[config.mk]
export PLATFORM = sky130hd
export DESIGN_NAME = sha256_stream_hasher
export DESIGN_NICKNAME = d
export VERILOG_FILES = /design/src/rtl/sha256_pkg.sv /design/src/rtl/sha256_core.sv /design/src/rtl/sha256_stream_hasher.sv
export SDC_FILE = /design/constraint.sdc
export NUM_CORES = 2
export LEC_CHECK = 0
export BUFFER_PORTS_ARGS = -buffer_cell sky130_fd_sc_hd__buf_2
export CAP_MARGIN = 20
export CORE_ASPECT_RATIO = 0.8
export CORE_MARGIN = 1.5
export CORE_UTILIZATION = 55
export CTS_CLUSTER_DIAMETER = 100
export DETAILED_ROUTE_END_ITERATION = 8
export HOLD_SLACK_MARGIN = 0.03
export PLACE_DENSITY = 0.67
export SYNTH_ARGS = -nofsm -noshare
export SYNTH_HDL_FRONTEND = slang
export SYNTH_SLANG_ARGS = --single-unit
[constraint.sdc]
create_clock -name clk -period 11.3 [get_ports clk]
set_input_delay 0.565 -clock clk [delete_from_list [all_inputs] [get_ports clk]]
set_output_delay 0.565 -clock clk [all_outputs]
set_load 0.02 [all_outputs]
[src/rtl/sha256_pkg.sv]
package sha256_pkg;

	typedef logic [31:0] word_t;
	typedef logic [7:0][31:0] chain_t;

	typedef struct packed {
		logic       start;
		logic       init_chain;
		logic       win_we;
		logic [3:0] win_addr;
		word_t      win_data;
	} core_cmd_t;

	localparam chain_t IV_INIT = {
		32'h5be0cd19, 32'h1f83d9ab, 32'h9b05688c, 32'h510e527f,
		32'ha54ff53a, 32'h3c6ef372, 32'hbb67ae85, 32'h6a09e667
	};

	localparam word_t PAD_WORD = 32'h8000_0000;

	function automatic word_t big_sigma0(input word_t x);
		big_sigma0 = {x[1:0], x[31:2]} ^ {x[12:0], x[31:13]} ^ {x[21:0], x[31:22]};
	endfunction

	function automatic word_t big_sigma1(input word_t x);
		big_sigma1 = {x[5:0], x[31:6]} ^ {x[10:0], x[31:11]} ^ {x[24:0], x[31:25]};
	endfunction

	function automatic word_t small_sigma0(input word_t x);
		small_sigma0 = {x[6:0], x[31:7]} ^ {x[17:0], x[31:18]} ^ {3'b000, x[31:3]};
	endfunction

	function automatic word_t small_sigma1(input word_t x);
		small_sigma1 = {x[16:0], x[31:17]} ^ {x[18:0], x[31:19]} ^ {10'b0, x[31:10]};
	endfunction

	function automatic word_t round_k(input logic [5:0] t);
		case (t)
			6'd0:  round_k = 32'h428a2f98;
			6'd1:  round_k = 32'h71374491;
			6'd2:  round_k = 32'hb5c0fbcf;
			6'd3:  round_k = 32'he9b5dba5;
			6'd4:  round_k = 32'h3956c25b;
			6'd5:  round_k = 32'h59f111f1;
			6'd6:  round_k = 32'h923f82a4;
			6'd7:  round_k = 32'hab1c5ed5;
			6'd8:  round_k = 32'hd807aa98;
			6'd9:  round_k = 32'h12835b01;
			6'd10: round_k = 32'h243185be;
			6'd11: round_k = 32'h550c7dc3;
			6'd12: round_k = 32'h72be5d74;
			6'd13: round_k = 32'h80deb1fe;
			6'd14: round_k = 32'h9bdc06a7;
			6'd15: round_k = 32'hc19bf174;
			6'd16: round_k = 32'he49b69c1;
			6'd17: round_k = 32'hefbe4786;
			6'd18: round_k = 32'h0fc19dc6;
			6'd19: round_k = 32'h240ca1cc;
			6'd20: round_k = 32'h2de92c6f;
			6'd21: round_k = 32'h4a7484aa;
			6'd22: round_k = 32'h5cb0a9dc;
			6'd23: round_k = 32'h76f988da;
			6'd24: round_k = 32'h983e5152;
			6'd25: round_k = 32'ha831c66d;
			6'd26: round_k = 32'hb00327c8;
			6'd27: round_k = 32'hbf597fc7;
			6'd28: round_k = 32'hc6e00bf3;
			6'd29: round_k = 32'hd5a79147;
			6'd30: round_k = 32'h06ca6351;
			6'd31: round_k = 32'h14292967;
			6'd32: round_k = 32'h27b70a85;
			6'd33: round_k = 32'h2e1b2138;
			6'd34: round_k = 32'h4d2c6dfc;
			6'd35: round_k = 32'h53380d13;
			6'd36: round_k = 32'h650a7354;
			6'd37: round_k = 32'h766a0abb;
			6'd38: round_k = 32'h81c2c92e;
			6'd39: round_k = 32'h92722c85;
			6'd40: round_k = 32'ha2bfe8a1;
			6'd41: round_k = 32'ha81a664b;
			6'd42: round_k = 32'hc24b8b70;
			6'd43: round_k = 32'hc76c51a3;
			6'd44: round_k = 32'hd192e819;
			6'd45: round_k = 32'hd6990624;
			6'd46: round_k = 32'hf40e3585;
			6'd47: round_k = 32'h106aa070;
			6'd48: round_k = 32'h19a4c116;
			6'd49: round_k = 32'h1e376c08;
			6'd50: round_k = 32'h2748774c;
			6'd51: round_k = 32'h34b0bcb5;
			6'd52: round_k = 32'h391c0cb3;
			6'd53: round_k = 32'h4ed8aa4a;
			6'd54: round_k = 32'h5b9cca4f;
			6'd55: round_k = 32'h682e6ff3;
			6'd56: round_k = 32'h748f82ee;
			6'd57: round_k = 32'h78a5636f;
			6'd58: round_k = 32'h84c87814;
			6'd59: round_k = 32'h8cc70208;
			6'd60: round_k = 32'h90befffa;
			6'd61: round_k = 32'ha4506ceb;
			6'd62: round_k = 32'hbef9a3f7;
			6'd63: round_k = 32'hc67178f2;
			default: round_k = '0;
		endcase
	endfunction

endpackage

[src/rtl/sha256_core.sv]
module sha256_core (
	input  logic                  clk,
	input  logic                  arst_n,
	input  sha256_pkg::core_cmd_t cmd,
	output logic                  busy,
	output sha256_pkg::chain_t    chain
);

	sha256_pkg::chain_t chain_q;
	sha256_pkg::word_t  wv_q [8];
	sha256_pkg::word_t  win_q [16];
	logic [5:0]         rnd_q;
	logic               busy_q;
	logic               add_q;

	sha256_pkg::word_t w_cur;
	sha256_pkg::word_t t1;
	sha256_pkg::word_t t2;
	logic              rounding;

	assign rounding = busy_q && !add_q;

	always_comb begin
		if (rnd_q[5:4] == 2'b00) begin
			w_cur = win_q[0];
		end else begin
			w_cur = sha256_pkg::small_sigma1(win_q[14]) + win_q[9]
			      + sha256_pkg::small_sigma0(win_q[1]) + win_q[0];
		end
		t1 = wv_q[7] + sha256_pkg::big_sigma1(wv_q[4])
		   + ((wv_q[4] & wv_q[5]) ^ (~wv_q[4] & wv_q[6]))
		   + sha256_pkg::round_k(rnd_q) + w_cur;
		t2 = sha256_pkg::big_sigma0(wv_q[0])
		   + ((wv_q[0] & wv_q[1]) ^ (wv_q[0] & wv_q[2]) ^ (wv_q[1] & wv_q[2]));
	end

	always_ff @(posedge clk or negedge arst_n) begin
		if (!arst_n) begin
			chain_q <= sha256_pkg::IV_INIT;
			busy_q  <= 1'b0;
			add_q   <= 1'b0;
			rnd_q   <= '0;
		end else begin
			if (cmd.init_chain) begin
				chain_q <= sha256_pkg::IV_INIT;
			end
			if (cmd.start) begin
				busy_q <= 1'b1;
				rnd_q  <= '0;
			end else if (rounding) begin
				rnd_q <= rnd_q + 6'd1;
				if (rnd_q == 6'd63) begin
					add_q <= 1'b1;
				end
			end else if (add_q) begin
				for (int i = 0; i < 8; i++) begin
					chain_q[i] <= chain_q[i] + wv_q[i];
				end
				add_q  <= 1'b0;
				busy_q <= 1'b0;
			end
		end
	end

	always_ff @(posedge clk) begin
		if (cmd.start) begin
			for (int i = 0; i < 8; i++) begin
				wv_q[i] <= chain_q[i];
			end
		end else if (rounding) begin
			wv_q[7] <= wv_q[6];
			wv_q[6] <= wv_q[5];
			wv_q[5] <= wv_q[4];
			wv_q[4] <= wv_q[3] + t1;
			wv_q[3] <= wv_q[2];
			wv_q[2] <= wv_q[1];
			wv_q[1] <= wv_q[0];
			wv_q[0] <= t1 + t2;
			for (int i = 0; i < 15; i++) begin
				win_q[i] <= win_q[i + 1];
			end
			win_q[15] <= w_cur;
		end
		if (cmd.win_we) begin
			win_q[cmd.win_addr] <= cmd.win_data;
		end
	end

	assign busy  = busy_q;
	assign chain = chain_q;

endmodule

[src/rtl/sha256_stream_hasher.sv]
// Streaming SHA-256 hasher. Message words arrive big-endian with a count of valid leading
// bytes. A word that closes a 64-byte block starts the shared round unit, which runs one
// round per cycle and then adds into the chaining value; in_ready is low while it is busy.
// The final word starts the padding sequence: the pad byte, zero bytes up to the length
// field, the high and low length words, and one or two compressions. In double mode the
// first digest is copied back into the message window, padded and compressed once more.
// The eight digest words then leave one per accepted cycle, and the block is ready for the
// next message. The double_hash setting is sampled on the final word.
module sha256_stream_hasher (
	input  logic        clk,
	input  logic        arst_n,
	input  logic        cfg_valid,
	output logic        cfg_ready,
	input  logic        double_hash,
	input  logic        in_valid,
	output logic        in_ready,
	input  logic [31:0] data_word,
	input  logic [2:0]  byte_count,
	input  logic        end_of_message,
	output logic        out_valid,
	input  logic        out_ready,
	output logic [31:0] digest_word,
	output logic [2:0]  word_index,
	output logic        digest_end
);

	localparam logic [2:0] ST_IDLE  = 3'd0;
	localparam logic [2:0] ST_PAD80 = 3'd1;
	localparam logic [2:0] ST_PADZ  = 3'd2;
	localparam logic [2:0] ST_LENHI = 3'd3;
	localparam logic [2:0] ST_LENLO = 3'd4;
	localparam logic [2:0] ST_COPY  = 3'd5;
	localparam logic [2:0] ST_OUT   = 3'd6;

	localparam logic [5:0] LEN_FILL = 6'd56;

	logic [2:0]  state_q;
	logic [5:0]  fill_q;
	logic [63:0] bit_len_q;
	logic [31:0] part_q;
	logic        dbl_cfg_q;
	logic        dbl_q;
	logic        second_q;
	logic [2:0]  idx_q;

	sha256_pkg::core_cmd_t cmd;
	sha256_pkg::chain_t    chain;
	logic                  core_busy;

	logic        ins_en;
	logic        ins_len;
	logic [31:0] ins_data;
	logic [2:0]  ins_cnt;
	logic [2:0]  in_cnt;
	logic [1:0]  offs;
	logic [3:0]  span;
	logic [6:0]  fill_next;
	logic [31:0] keep_mask;
	logic [31:0] data_mask;
	logic [63:0] pair;
	logic        act;
	logic        in_acc;
	logic        out_acc;

	sha256_core u_core (
		.clk    (clk),
		.arst_n (arst_n),
		.cmd    (cmd),
		.busy   (core_busy),
		.chain  (chain)
	);

	assign act     = !core_busy;
	assign in_ready  = (state_q == ST_IDLE) && act;
	assign out_valid = (state_q == ST_OUT) && act;
	assign in_acc  = in_valid && in_ready;
	assign out_acc = out_valid && out_ready;
	assign cfg_ready = 1'b1;

	assign in_cnt = (byte_count > 3'd4) ? 3'd4 : byte_count;

	always_comb begin
		ins_en   = 1'b0;
		ins_len  = 1'b0;
		ins_data = '0;
		ins_cnt  = 3'd0;
		case (state_q)
			ST_IDLE: begin
				ins_en   = in_acc;
				ins_len  = 1'b1;
				ins_data = data_word;
				ins_cnt  = in_cnt;
			end
			ST_PAD80: begin
				ins_en   = act;
				ins_data = sha256_pkg::PAD_WORD;
				ins_cnt  = 3'd1;
			end
			ST_PADZ: begin
				ins_en  = act && (fill_q != LEN_FILL);
				ins_cnt = 3'd4 - {1'b0, fill_q[1:0]};
			end
			ST_LENHI: begin
				ins_en   = act;
				ins_data = bit_len_q[63:32];
				ins_cnt  = 3'd4;
			end
			ST_LENLO: begin
				ins_en   = act;
				ins_data = bit_len_q[31:0];
				ins_cnt  = 3'd4;
			end
			default: begin
				ins_en = 1'b0;
			end
		endcase
	end

	always_comb begin
		offs      = fill_q[1:0];
		span      = {2'b00, offs} + {1'b0, ins_cnt};
		fill_next = {1'b0, fill_q} + {4'b0000, ins_cnt};
		keep_mask = ~(32'hffff_ffff >> {offs, 3'b000});
		data_mask = ~(32'hffff_ffff >> {ins_cnt, 3'b000});
		pair      = {part_q & keep_mask, 32'h0}
		          | ({ins_data & data_mask, 32'h0} >> {offs, 3'b000});
	end

	always_comb begin
		cmd = '0;
		if (ins_en) begin
			cmd.win_we   = span >= 4'd4;
			cmd.win_addr = fill_q[5:2];
			cmd.win_data = pair[63:32];
			cmd.start    = fill_next[6];
		end else if ((state_q == ST_COPY) && act) begin
			cmd.win_we     = 1'b1;
			cmd.win_addr   = {1'b0, idx_q};
			cmd.win_data   = chain[idx_q];
			cmd.init_chain = idx_q == 3'd7;
		end else if (out_acc) begin
			cmd.init_chain = idx_q == 3'd7;
		end
	end

	always_ff @(posedge clk or negedge arst_n) begin
		if (!arst_n) begin
			state_q   <= ST_IDLE;
			fill_q    <= '0;
			bit_len_q <= '0;
			dbl_cfg_q <= 1'b0;
			dbl_q     <= 1'b0;
			second_q  <= 1'b0;
			idx_q     <= '0;
		end else begin
			if (cfg_valid && cfg_ready) begin
				dbl_cfg_q <= double_hash;
			end
			if (ins_en) begin
				fill_q <= fill_next[5:0];
				if (ins_len) begin
					bit_len_q <= bit_len_q + {58'b0, ins_cnt, 3'b000};
				end
			end
			case (state_q)
				ST_IDLE: begin
					if (in_acc && end_of_message) begin
						dbl_q   <= dbl_cfg_q;
						state_q <= ST_PAD80;
					end
				end
				ST_PAD80: begin
					if (act) begin
						state_q <= ST_PADZ;
					end
				end
				ST_PADZ: begin
					if (act && (fill_q == LEN_FILL)) begin
						state_q <= ST_LENHI;
					end
				end
				ST_LENHI: begin
					if (act) begin
						state_q <= ST_LENLO;
					end
				end
				ST_LENLO: begin
					if (act) begin
						idx_q <= '0;
						if (dbl_q && !second_q) begin
							state_q <= ST_COPY;
						end else begin
							state_q <= ST_OUT;
						end
					end
				end
				ST_COPY: begin
					if (act) begin
						idx_q <= idx_q + 3'd1;
						if (idx_q == 3'd7) begin
							fill_q    <= 6'd32;
							bit_len_q <= 64'd256;
							second_q  <= 1'b1;
							state_q   <= ST_PAD80;
						end
					end
				end
				ST_OUT: begin
					if (out_acc) begin
						idx_q <= idx_q + 3'd1;
						if (idx_q == 3'd7) begin
							fill_q    <= '0;
							bit_len_q <= '0;
							second_q  <= 1'b0;
							state_q   <= ST_IDLE;
						end
					end
				end
				default: begin
					state_q <= ST_IDLE;
				end
			endcase
		end
	end

	always_ff @(posedge clk) begin
		if (ins_en) begin
			if (span >= 4'd4) begin
				part_q <= pair[31:0];
			end else begin
				part_q <= pair[63:32];
			end
		end
	end

	assign digest_word = chain[idx_q];
	assign word_index  = idx_q;
	assign digest_end  = idx_q == 3'd7;

	// Input and output sides are never open at the same time.
	assert property (@(posedge clk) disable iff (!arst_n) !(in_ready && out_valid))
		else $error("input and output handshakes open together");

	// A new compression is only started on an idle round unit.
	assert property (@(posedge clk) disable iff (!arst_n) cmd.start |-> !core_busy)
		else $error("compression started while round unit busy");

	// Padding always closes a block, so digest words are shown with an empty block buffer.
	assert property (@(posedge clk) disable iff (!arst_n) out_valid |-> (fill_q == 6'd0))
		else $error("digest shown with a partly filled block");

	// After the last digest word the block takes input again at once.
	assert property (@(posedge clk) disable iff (!arst_n) (out_acc && digest_end) |=> in_ready)
		else $error("not ready after the last digest word");

endmodule

==> run summary <==
Slew at the pin closest to its max-slew limit -> 1180 ps
Skew-Pair Late Insertion Delay -> 800 ps
Hold_sp -> in_valid
Flops & latches, synth -> 1132
CTS H-tree depth -> 3
Io pins -> 81
Simple-Gate Fraction of Synth Area -> 14.8%
Syn nets -> 9061
Compound-Gate Fraction of Synth Area -> 17.4%
Cell family with most CP delay -> compound AO/OA/AOI/OAI gates
DIE AREA -> 0.145 mm2
CP max stage delay -> 520 ps
WHS Endpoint -> bit_len_q[3]
Layout cell share with drive strength beyond 1 -> 9.37%
Die width -> 425 um
Cell Rows -> 123
Slowest CP cell -> fa_1
Slew Viols, Final -> 0
Post-Layout Inst Area -> 0.0847 mm2
Critical Path End Type -> register
Sequential cell area fraction in the yosys report -> 41.5%
Hold WC Path Type -> in2reg
1st-iter DRT viols -> 9751
Num CTS Buffers -> 119
DP HPWL -> 213 mm
Ys async rst share -> 30.0%
Die Height -> 340 um
DR vias -> 66300
Clock-pin slew on the worst setup and hold paths -> 70 ps
Crit path top cell by count -> xnor2_1
Clock root buffer -> clkbuf_16
Finished Layout Cells -> 10300
Core area -> 0.141 mm2
Largest fanout on the critical path -> 5
Slew HR -> 20.7%
Sink Count -> 1132
Post-CTS resize count -> 0
Largest net degree at the start of global routing -> 142
Initial Utilization -> 55.5%
Yosys cell types -> 105
CTS tree -> built
CP startpoint kind -> register
Critical setup path kind -> reg2reg
Tcrit/Tclk final -> 92.3%
CP bufs+invs -> 2
Antenna Nets Post-Route -> 0
CTS Buffer Depth -> 3
Gr usage total -> 39.4%
Worst r2r path cells -> 39
Syn. warnings -> 0
Diode count -> 0
Critical Path AT -> 10940 ps
Synth Cell Area -> 0.0783 mm2
Primary FF master, synth -> edfxtp_1
Clock Skew -> 35.5 ps
Fraction of the mapped netlist area in adder cells -> 11.7%
Post-Synthesis Cells -> 8420
Max_cap viols -> 0
Setup WS pre-CTS -> 1100 ps
Crit path required time -> 11810 ps
Placed Cells -> 10000
Max Clk Rate -> 95.9 MHz
First-pass GRT wire length -> 419 mm
Post-synth EDFFs -> 792
Final setup TNS -> 0 ps
PortBufs -> 79
DRC -> 0
Wire per inst -> 28.2 um
Mux share of post-synthesis cell area -> 3.10%
FF-to-FF Start -> u_core.win_q[1][9]
Placed Area -> 0.0807 mm2
Run status -> completed
Combinational family with the most area after synthesis -> compound AO/OA/AOI/OAI gates
Reg2Reg Capture Point -> u_core.wv_q[0][31]
Vias/cell -> 6.46
Mean Syn Cell Area -> 9.30 um2
Final hold vios -> 0
Initial antenna violation count -> 11
Fin nets -> 8926
Post-synthesis xor/xnor area fraction -> 7.09%
Synthesis-to-layout area growth -> 8.20%
Vias in the first global route -> 61400
Setup Viol. Count Final -> 0
Worst setup margin -> 870 ps
DRT Pass-1 Iters -> 6
R2R setup slack -> 870 ps
Final WL -> 289 mm
Min cycle time layout -> 10430 ps
Placer congestion estimate -> 1.05
RSZ-0062 raised after global routing -> false
Hold Crit Depth -> 3
GR Overflow Total -> 0
-- worst max path at each step --
stage                                   from                 end  slack [ps]  cells past startpoint
after floorplan              u_core.rnd_q[1]  u_core.wv_q[0][30]        2500                     38
after CTS                 u_core.win_q[1][9]  u_core.wv_q[0][31]        1010                     39
final                     u_core.win_q[1][9]  u_core.wv_q[0][31]         870                     39
after global routing      u_core.win_q[1][9]  u_core.wv_q[0][31]         120                     39
after global placement    u_core.win_q[1][9]  u_core.wv_q[0][31]        1130                     39
after detailed placement  u_core.win_q[1][9]  u_core.wv_q[0][31]        1100                     39
-- synth_stat cells (19+ instances only) --
cell | instances | share of area [%]
nand2_1 | 1369 | 6.6
a21o_1 | 177 | 1.7
o21bai_1 | 45 | 0.43
inv_1 | 386 | 1.9
buf_2 | 86 | 0.55
mux4_2 | 68 | 2.0
nor3_1 | 160 | 1.0
nor2_1 | 571 | 2.7
fa_1 | 197 | 5.0
buf_1 | 72 | 0.35
o21ai_0 | 790 | 5.1
o31ai_1 | 34 | 0.33
o211ai_1 | 23 | 0.22
and2_1 | 21 | 0.17
o21a_1 | 65 | 0.62
edfxtp_1 | 792 | 30
a21oi_1 | 738 | 4.7
a31oi_1 | 52 | 0.42
dfstp_2 | 136 | 4.6
or3_1 | 28 | 0.22
dfrtp_1 | 204 | 6.5
nand2b_1 | 79 | 0.63
a22oi_1 | 48 | 0.46
ha_1 | 402 | 6.4
nand3_1 | 232 | 1.5
maj3_1 | 19 | 0.24
mux2i_1 | 78 | 1.0
nand4_1 | 36 | 0.29
xnor2_1 | 379 | 4.2
a211oi_1 | 37 | 0.35
o22ai_1 | 23 | 0.18
clkbuf_1 | 344 | 1.6
xor2_1 | 253 | 2.8
o21ai_1 | 59 | 0.38
and3_1 | 35 | 0.28
nor2b_1 | 52 | 0.42
-- cell usage in the layout, fill, tap and decap left out, types with 158 or more instances in the layout --
cell,n
xor2_1,253
a21o_1,177
dfrtp_1,198
o21ai_0,788
a21oi_1,724
edfxtp_1,792
nand3_1,230
ha_1,402
inv_1,386
xnor2_1,379
fa_1,197
nor2_1,568
nand2_1,1356
nor3_1,158
-- cells by family after synthesis --
kind of cell | count (synthesis)
and+or+nand+nor | 2680
AOI/OAI and AO/OA | 2302
DFF | 1132
buffers and inverters | 898
xor gates and xnor gates | 633
adders and majority gates | 618
muxes | 156
other | 1
-- final cells by class --
| class | count | area [um2] |
|---|---|---|
| inverters | 395 | 1480 |
| flip-flops and latches | 1132 | 32500 |
| well taps | 1875 | 2350 |
| clock buffers | 159 | 3290 |
| multi-input cells | 6390 | 42700 |
| repair buffers | 247 | 1790 |
| clock inverters | 65 | 636 |
| fillers | 12300 | 56300 |
-- worst min-delay path, cell delays in order --
cell	delay, ps
buf_2	160
nand3_1	80
a21oi_1	60
-- through the flow --
stage / hold slack, ps / utilization [%]
after floorplan: 269 / -
after CTS: 65.1 / 60.0
after global routing: 94.2 / 60.1
after global placement: 489 / 57.2
after detailed placement: 494 / 57.2
final: 123 / 60.1
-- repair_timing --
| action | 4_1_cts | 5_1_grt |
|---|---|---|
| hold endpoints to repair | 93 | 0 |
| setup buffers | 0 | 0 |
| hold buffers | 3 | 0 |
-- flip-flops by register name, indices dropped and copies added (netlist names), 3 cells and up --
signal	cells
u_core.win_q	512
u_core.chain	256
u_core.wv_q	256
bit_len_q	61
part_q	24
fill_q	6
u_core.rnd_q	6
state_q	3
word_index	3
-- per-layer routing --
metal	vias to the layer above	track usage [%]	part of all wire, %
met5	-	0	0.0093
met4	4	12.3	3.6
met3	477	13.6	14
met2	3854	53.1	40
met1	32400	59.0	42
li1	29500	-	-
Power is not shown: default switching activity piles up to over one toggle a cycle in this logic, so the estimate is an artifact.
